### config.mk
export PLATFORM = sky130hd
export DESIGN_NAME = urcr_seq
export DESIGN_NICKNAME = d
export VERILOG_FILES = /design/src/sv/urcr_pkg.sv /design/src/sv/urcr_seq.sv
export SDC_FILE = /design/constraint.sdc
export NUM_CORES = 1
export LEC_CHECK = 0
export BUFFER_PORTS_ARGS = -buffer_cell sky130_fd_sc_hd__buf_2
export CAP_MARGIN = 25
export CORE_MARGIN = 2
export CORE_UTILIZATION = 55
export DETAILED_ROUTE_END_ITERATION = 10
export GPL_TIMING_DRIVEN = 1
export PLACE_DENSITY_LB_ADDON = 0.12
export SLEW_MARGIN = 25
export SYNTH_ARGS = -nofsm -noshare
export SYNTH_HDL_FRONTEND = slang
export SYNTH_SLANG_ARGS = --single-unit
### constraint.sdc
create_clock -name i_clk -period 6.2 [get_ports i_clk]
set_input_delay 0.93 -clock i_clk [delete_from_list [all_inputs] [get_ports i_clk]]
set_output_delay 0.93 -clock i_clk [all_outputs]
set_load 0.05 [all_outputs]
### src/sv/urcr_pkg.sv
// Shared types and constants for the ultrasonic range change reporter.
// No dependencies; compiled first.
`timescale 1ns / 1ps
`default_nettype none

package urcr_pkg;

    // Default echo counter width
    localparam int COUNT_WIDTH_DEF = 16;

    // Fixed field and register widths
    localparam int DIST_W   = 16;
    localparam int SETTLE_W = 8;
    localparam int TRIG_W   = 8;
    localparam int SCALE_W  = 16;
    localparam int THR_W    = 16;
    localparam int IVL_W    = 26;
    localparam int CFG_IDX_W  = 3;
    localparam int CFG_DATA_W = 26;

    // Configuration register indexes
    localparam logic [CFG_IDX_W-1:0] CFG_SETTLE    = 3'd0;
    localparam logic [CFG_IDX_W-1:0] CFG_TRIGGER   = 3'd1;
    localparam logic [CFG_IDX_W-1:0] CFG_SCALE     = 3'd2;
    localparam logic [CFG_IDX_W-1:0] CFG_THRESHOLD = 3'd3;
    localparam logic [CFG_IDX_W-1:0] CFG_INTERVAL  = 3'd4;

    // Reset values of the configuration registers
    localparam logic [SETTLE_W-1:0] SETTLE_RST   = 8'd3;
    localparam logic [TRIG_W-1:0]   TRIGGER_RST  = 8'd10;
    localparam logic [SCALE_W-1:0]  SCALE_RST    = 16'd11239;
    localparam logic [THR_W-1:0]    THR_RST      = 16'd30;
    localparam logic [IVL_W-1:0]    INTERVAL_RST = 26'd5000000;

    // Minimum trigger pulse width in ticks
    localparam logic [TRIG_W-1:0] TRIG_MIN = 8'd2;

    // Per-item control from the phase sequencer
    typedef struct packed {
        logic trig;   // trigger pin level this tick
        logic done;   // measurement ended this tick
        logic sat;    // echo count sits at its limit
    } t_seq_ctl;

endpackage

`default_nettype wire

### src/sv/urcr_seq.sv
// Phase sequencer: settle, trigger pulse, echo wait, echo count, interval.
// Advances one tick per step. Depends on urcr_pkg.
`timescale 1ns / 1ps
`default_nettype none

module urcr_seq
    import urcr_pkg::*;
#(
    parameter int COUNT_WIDTH = COUNT_WIDTH_DEF
) (
    input  wire logic                   i_clk,
    input  wire logic                   i_rst_n,
    input  wire logic                   i_step,
    input  wire logic                   i_echo_level,
    input  wire logic [SETTLE_W-1:0]    i_settle,
    input  wire logic [TRIG_W-1:0]      i_trig_w,
    input  wire logic [IVL_W-1:0]       i_interval,
    output t_seq_ctl                    o_ctl,
    output logic      [COUNT_WIDTH-1:0] o_count
);

    localparam logic [2:0] PH_SETTLE   = 3'd0;
    localparam logic [2:0] PH_TRIGGER  = 3'd1;
    localparam logic [2:0] PH_WAIT     = 3'd2;
    localparam logic [2:0] PH_COUNT    = 3'd3;
    localparam logic [2:0] PH_INTERVAL = 3'd4;

    localparam logic [COUNT_WIDTH-1:0] LIMIT = '1;

    logic [2:0]             r_phase, n_phase;
    logic [IVL_W-1:0]       r_cnt,   n_cnt;
    logic [COUNT_WIDTH-1:0] r_count, n_count;
    logic [IVL_W-1:0]       cnt_inc;
    logic [TRIG_W-1:0]      width;

    assign cnt_inc = r_cnt + 1'b1;
    assign width   = (i_trig_w < TRIG_MIN) ? TRIG_MIN : i_trig_w;
    assign o_count = r_count;

    always_comb begin
        n_phase = r_phase;
        n_cnt   = r_cnt;
        n_count = r_count;
        o_ctl   = '0;
        case (r_phase)
            PH_TRIGGER: begin
                o_ctl.trig = 1'b1;
                n_cnt      = cnt_inc;
                if (cnt_inc >= {{(IVL_W-TRIG_W){1'b0}}, width}) begin
                    n_phase = PH_WAIT;
                    n_cnt   = '0;
                end
            end
            PH_WAIT: begin
                if (i_echo_level) begin
                    n_count = {{(COUNT_WIDTH-1){1'b0}}, 1'b1};
                    n_phase = PH_COUNT;
                end
            end
            PH_COUNT: begin
                if (i_echo_level) begin
                    if (r_count != LIMIT) begin
                        n_count = r_count + 1'b1;
                    end
                end else begin
                    o_ctl.done = 1'b1;
                    o_ctl.sat  = (r_count == LIMIT);
                    n_cnt      = '0;
                    n_phase    = (i_interval == '0) ? PH_SETTLE : PH_INTERVAL;
                end
            end
            PH_INTERVAL: begin
                n_cnt = cnt_inc;
                if (cnt_inc >= i_interval) begin
                    n_phase = PH_SETTLE;
                    n_cnt   = '0;
                end
            end
            default: begin
                // settle; also catches unused codes
                n_cnt = cnt_inc;
                if (cnt_inc >= {{(IVL_W-SETTLE_W){1'b0}}, i_settle}) begin
                    n_phase = PH_TRIGGER;
                    n_cnt   = '0;
                end
            end
        endcase
    end

    always_ff @(posedge i_clk) begin
        if (!i_rst_n) begin
            r_phase <= PH_SETTLE;
            r_cnt   <= '0;
            r_count <= '0;
        end else if (i_step) begin
            r_phase <= n_phase;
            r_cnt   <= n_cnt;
            r_count <= n_count;
        end
    end

endmodule

`default_nettype wire

==> run_results.csv <==
group,metric,value,unit
timing,setup_viol,0,
timing,finalHoldViolCount,0,
worst_setup_path,crit_path_end_kind,"flop",
synthesis,syn_area,3856,um2
power,power_frac_comb,12.9,%
cts,hold_buffers,0,
routing,drcViolationCount,0,
synthesis,avgSynthCellArea,7.651,um2
synthesis,yosys-top-cells-area,"dfxtp_1, ha_1, xnor2_1, nand2_1, inv_1",
worst_setup_path,crit_fanout,17,
routing,postRouteAntennaNets,0,
layout,final_cell_mix,"buf_2, nand2_1, inv_1, dfxtp_1",
layout,fin_cells,651,
power,power.density,150.0,nW/um2
grt,grt_max_degree,18,
synthesis,synth_edf_count,0,
synthesis,synth_top_area_share,23.36,%
grt,antenna_found_initial,0,
routing,drt_iter0_drc,248,
worst_setup_path,crit_type,"flop to flop",
power,fin_total_pwr,650.7,uW
power,p_switching,162.6,uW
routing,drt_wl_total,9959,um
floorplan,fp.coreArea,6794,um2
timing,fin_ws,1869,ps
placement,hpwl,7842,um
floorplan,io_pins,65,
placement,place_congestion,0.9192,
power,clockPowerShare,41.6,%
timing,maxSlewViolCount,0,
cts,cts_setup_buffers,0,
power,p_leak,0.002058,uW
routing,vias,3811,
layout,final_nets,644,
timing,tightestPinTransition,1095,ps
timing,rsz0062_at_grt,"no",
synthesis,async_flop_share,0,%
timing,fin_crit_sh,69.86,%
power,seq_power_share,45.5,%
layout,areaGrowthSynthToFinish,12.49,%
synthesis,syn_inst,504,
run,maxCapViolCount,0,
synthesis,yosysWarnings,0,
cts,htreeDepth,2,
synthesis,ys_ff_latch,45,
timing,timing.fmax,0.2309,GHz
routing,dr.pass1.iters,5,
power,switching_share,24.99,%
cts,cts.sinks,45,
timing,tns,0,ps
worst_setup_path,cp_data_required_time,6430,ps
grt,grt_pass1_vias,3451,
floorplan,start_util,56.76,%
layout,layout-drive-gt1-share,15.14,%
cts,cts_made_buffers,5,
cts,cts_buffer_depth,2,
synthesis,yosys_most_used_dff,"dfxtp_1",
synthesis,yosysSeqAreaShare,23.36,%
floorplan,fp-row-count,30,
cts,clk_pin_slew_worst_paths,90,ps
grt,grt_usage,27.04,%
cts,ctsResizeCount,0,
timing,finalClockSkew,11.26,ps
grt,grt_pass1_wl,16490,um
synthesis,synth_top_cell_by_area,"dfxtp_1",
placement,pre_cts_slack,1959,ps
layout,design_area,4338,um2
worst_hold_path,hp-class,"flop to flop",
placement,post_dp_cell_area,4200,um2
cts,clock_latency,300,ps
layout,final.fill_count,627,
grt,grt.overflow.total,0,
synthesis,yosysUniqueCellTypes,54,
power,intPower,488.1,uW
timing,min_period,4331,ps
floorplan,dieArea,7697,um2
floorplan,die_y,87.74,um
timing,slew_headroom,26.75,%
placement,dp.cells,643,
floorplan,fp.dieW,87.74,um
power,vdd_drop_max,0.0001346,V
cts,cts_tree,"done",
placement,portBuffers,64,
synthesis,synth_nets,594,
run_status,status,"complete, no violations",
worst_setup_path,worst_ep_arrival_time,4560,ps
layout,diodes,0,
worst_setup_path,start_kind,"flop",
layout,final_common_cell,"buf_2",
routing,avgViaCountPerCell,5.854,
routing,route.detailed.wl_per_inst,15.30,um
cts,root_buffer,"clkbuf_8",
==> cells in the mapped netlist (2+ instances only) <==
cell and n:
nor3b_1 2, or3_1 4, and3_1 11, nand4_1 19, o21ai_0 16, buf_2 7, nor4_1 9, o41ai_1 2
nor2b_1 8, a31oi_1 7, o211ai_1 19, a21oi_1 16, a211oi_1 2, a2111o_1 2, nand3_1 22, or2_2 4
nand3b_1 2, o32ai_1 2, ha_1 44, nand2_1 60, a21o_1 4, xor2_1 17, nor3_1 4, nor2_1 45
dfxtp_1 45, clkbuf_1 13, o21ai_1 2, nand2b_1 2, xnor2_1 28, o221ai_1 2, o21a_1 3, inv_1 45
and2_1 3, and4_1 12, buf_6 2
==> path summary, 6_finish.rpt <==
check / start / to / slack (ps) / cells after the start
hold / removal: r_cnt[16]$_SDFFE_PN0P_ / r_cnt[16]$_SDFFE_PN0P_ / 500 / 2
hold reg to reg: r_cnt[16]$_SDFFE_PN0P_ / r_cnt[16]$_SDFFE_PN0P_ / 500 / 2
setup reg to reg: r_cnt[0]$_SDFFE_PN0P_ / r_cnt[22]$_SDFFE_PN0P_ / 1870 / 12
setup / recovery: r_cnt[0]$_SDFFE_PN0P_ / r_cnt[22]$_SDFFE_PN0P_ / 1870 / 12
==> per-layer routing <==
metal / vias to the layer above / GRT usage [%] / wire (um)
met1: 1798 / 37.41 / 4710
met3: 14 / 4.618 / 507
met4: 0 / 7.133 / 183
li1: 1901 / - / -
met5: - / 0 / 0
met2: 98 / 43.66 / 4559
==> area by class of cell <==
class | instances | area, um2 | share of cell area, %
clock buffers | 5 | 68.82 | 1.586
well taps | 96 | 120.1 | 2.769
inverters | 45 | 168.9 | 3.894
repair buffers | 65 | 327.8 | 7.557
multi-input cells | 392 | 2683 | 61.84
clock inverters | 3 | 68.82 | 1.586
flip-flops and latches | 45 | 900.9 | 20.77
==> stage by stage <==
stage	hold WS [ps]	utilization, %
6_report	495.5	63.85
5_1_grt	520.0	63.85
4_1_cts	497.1	63.85
3_5_place_dp	482.8	61.82
3_3_place_gp	468.0	61.68
2_1_floorplan	445.5	-
==> critical path, stage by stage (launching register included) <==
cell      delay [ps]
dfxtp_1          530
ha_1             280
and4_1           440
nand2_1          120
xnor2_1          340
ha_1             320
a21o_1           180
a221o_1          340
a31oi_1          210
nor2b_1          120
nor4_4           900
o21ai_1          240
o211ai_1         230
==> cell families (layout without fill, tap and decap cells) <==
family	Yosys count	in the layout	share of synthesized area, %
flops	45	45	23.36
xor+xnor	45	45	10.22
compound gates	87	87	15.51
fa+ha+maj	44	44	14.28
mux	1	1	0.2596
buf+inv	67	118	7.138
simple gates	215	215	29.23
==> registers in the layout (all words and copies together), names as in the netlist <==
name,cells
o_count,16
r_cnt,26
r_phase,3
==> power by group through the flow <==
stage | clock network (uW) | registers [uW] | logic (uW)
floorplan | 0 | 301 | 50.7
global placement | 0 | 302 | 79.6
detailed placement | 0 | 303 | 82.6
CTS | 275 | 296 | 83.1
global route | 290 | 296 | 95.5
finish | 271 | 296 | 83.9
Note: power is estimated with default switching activity, not from simulation.
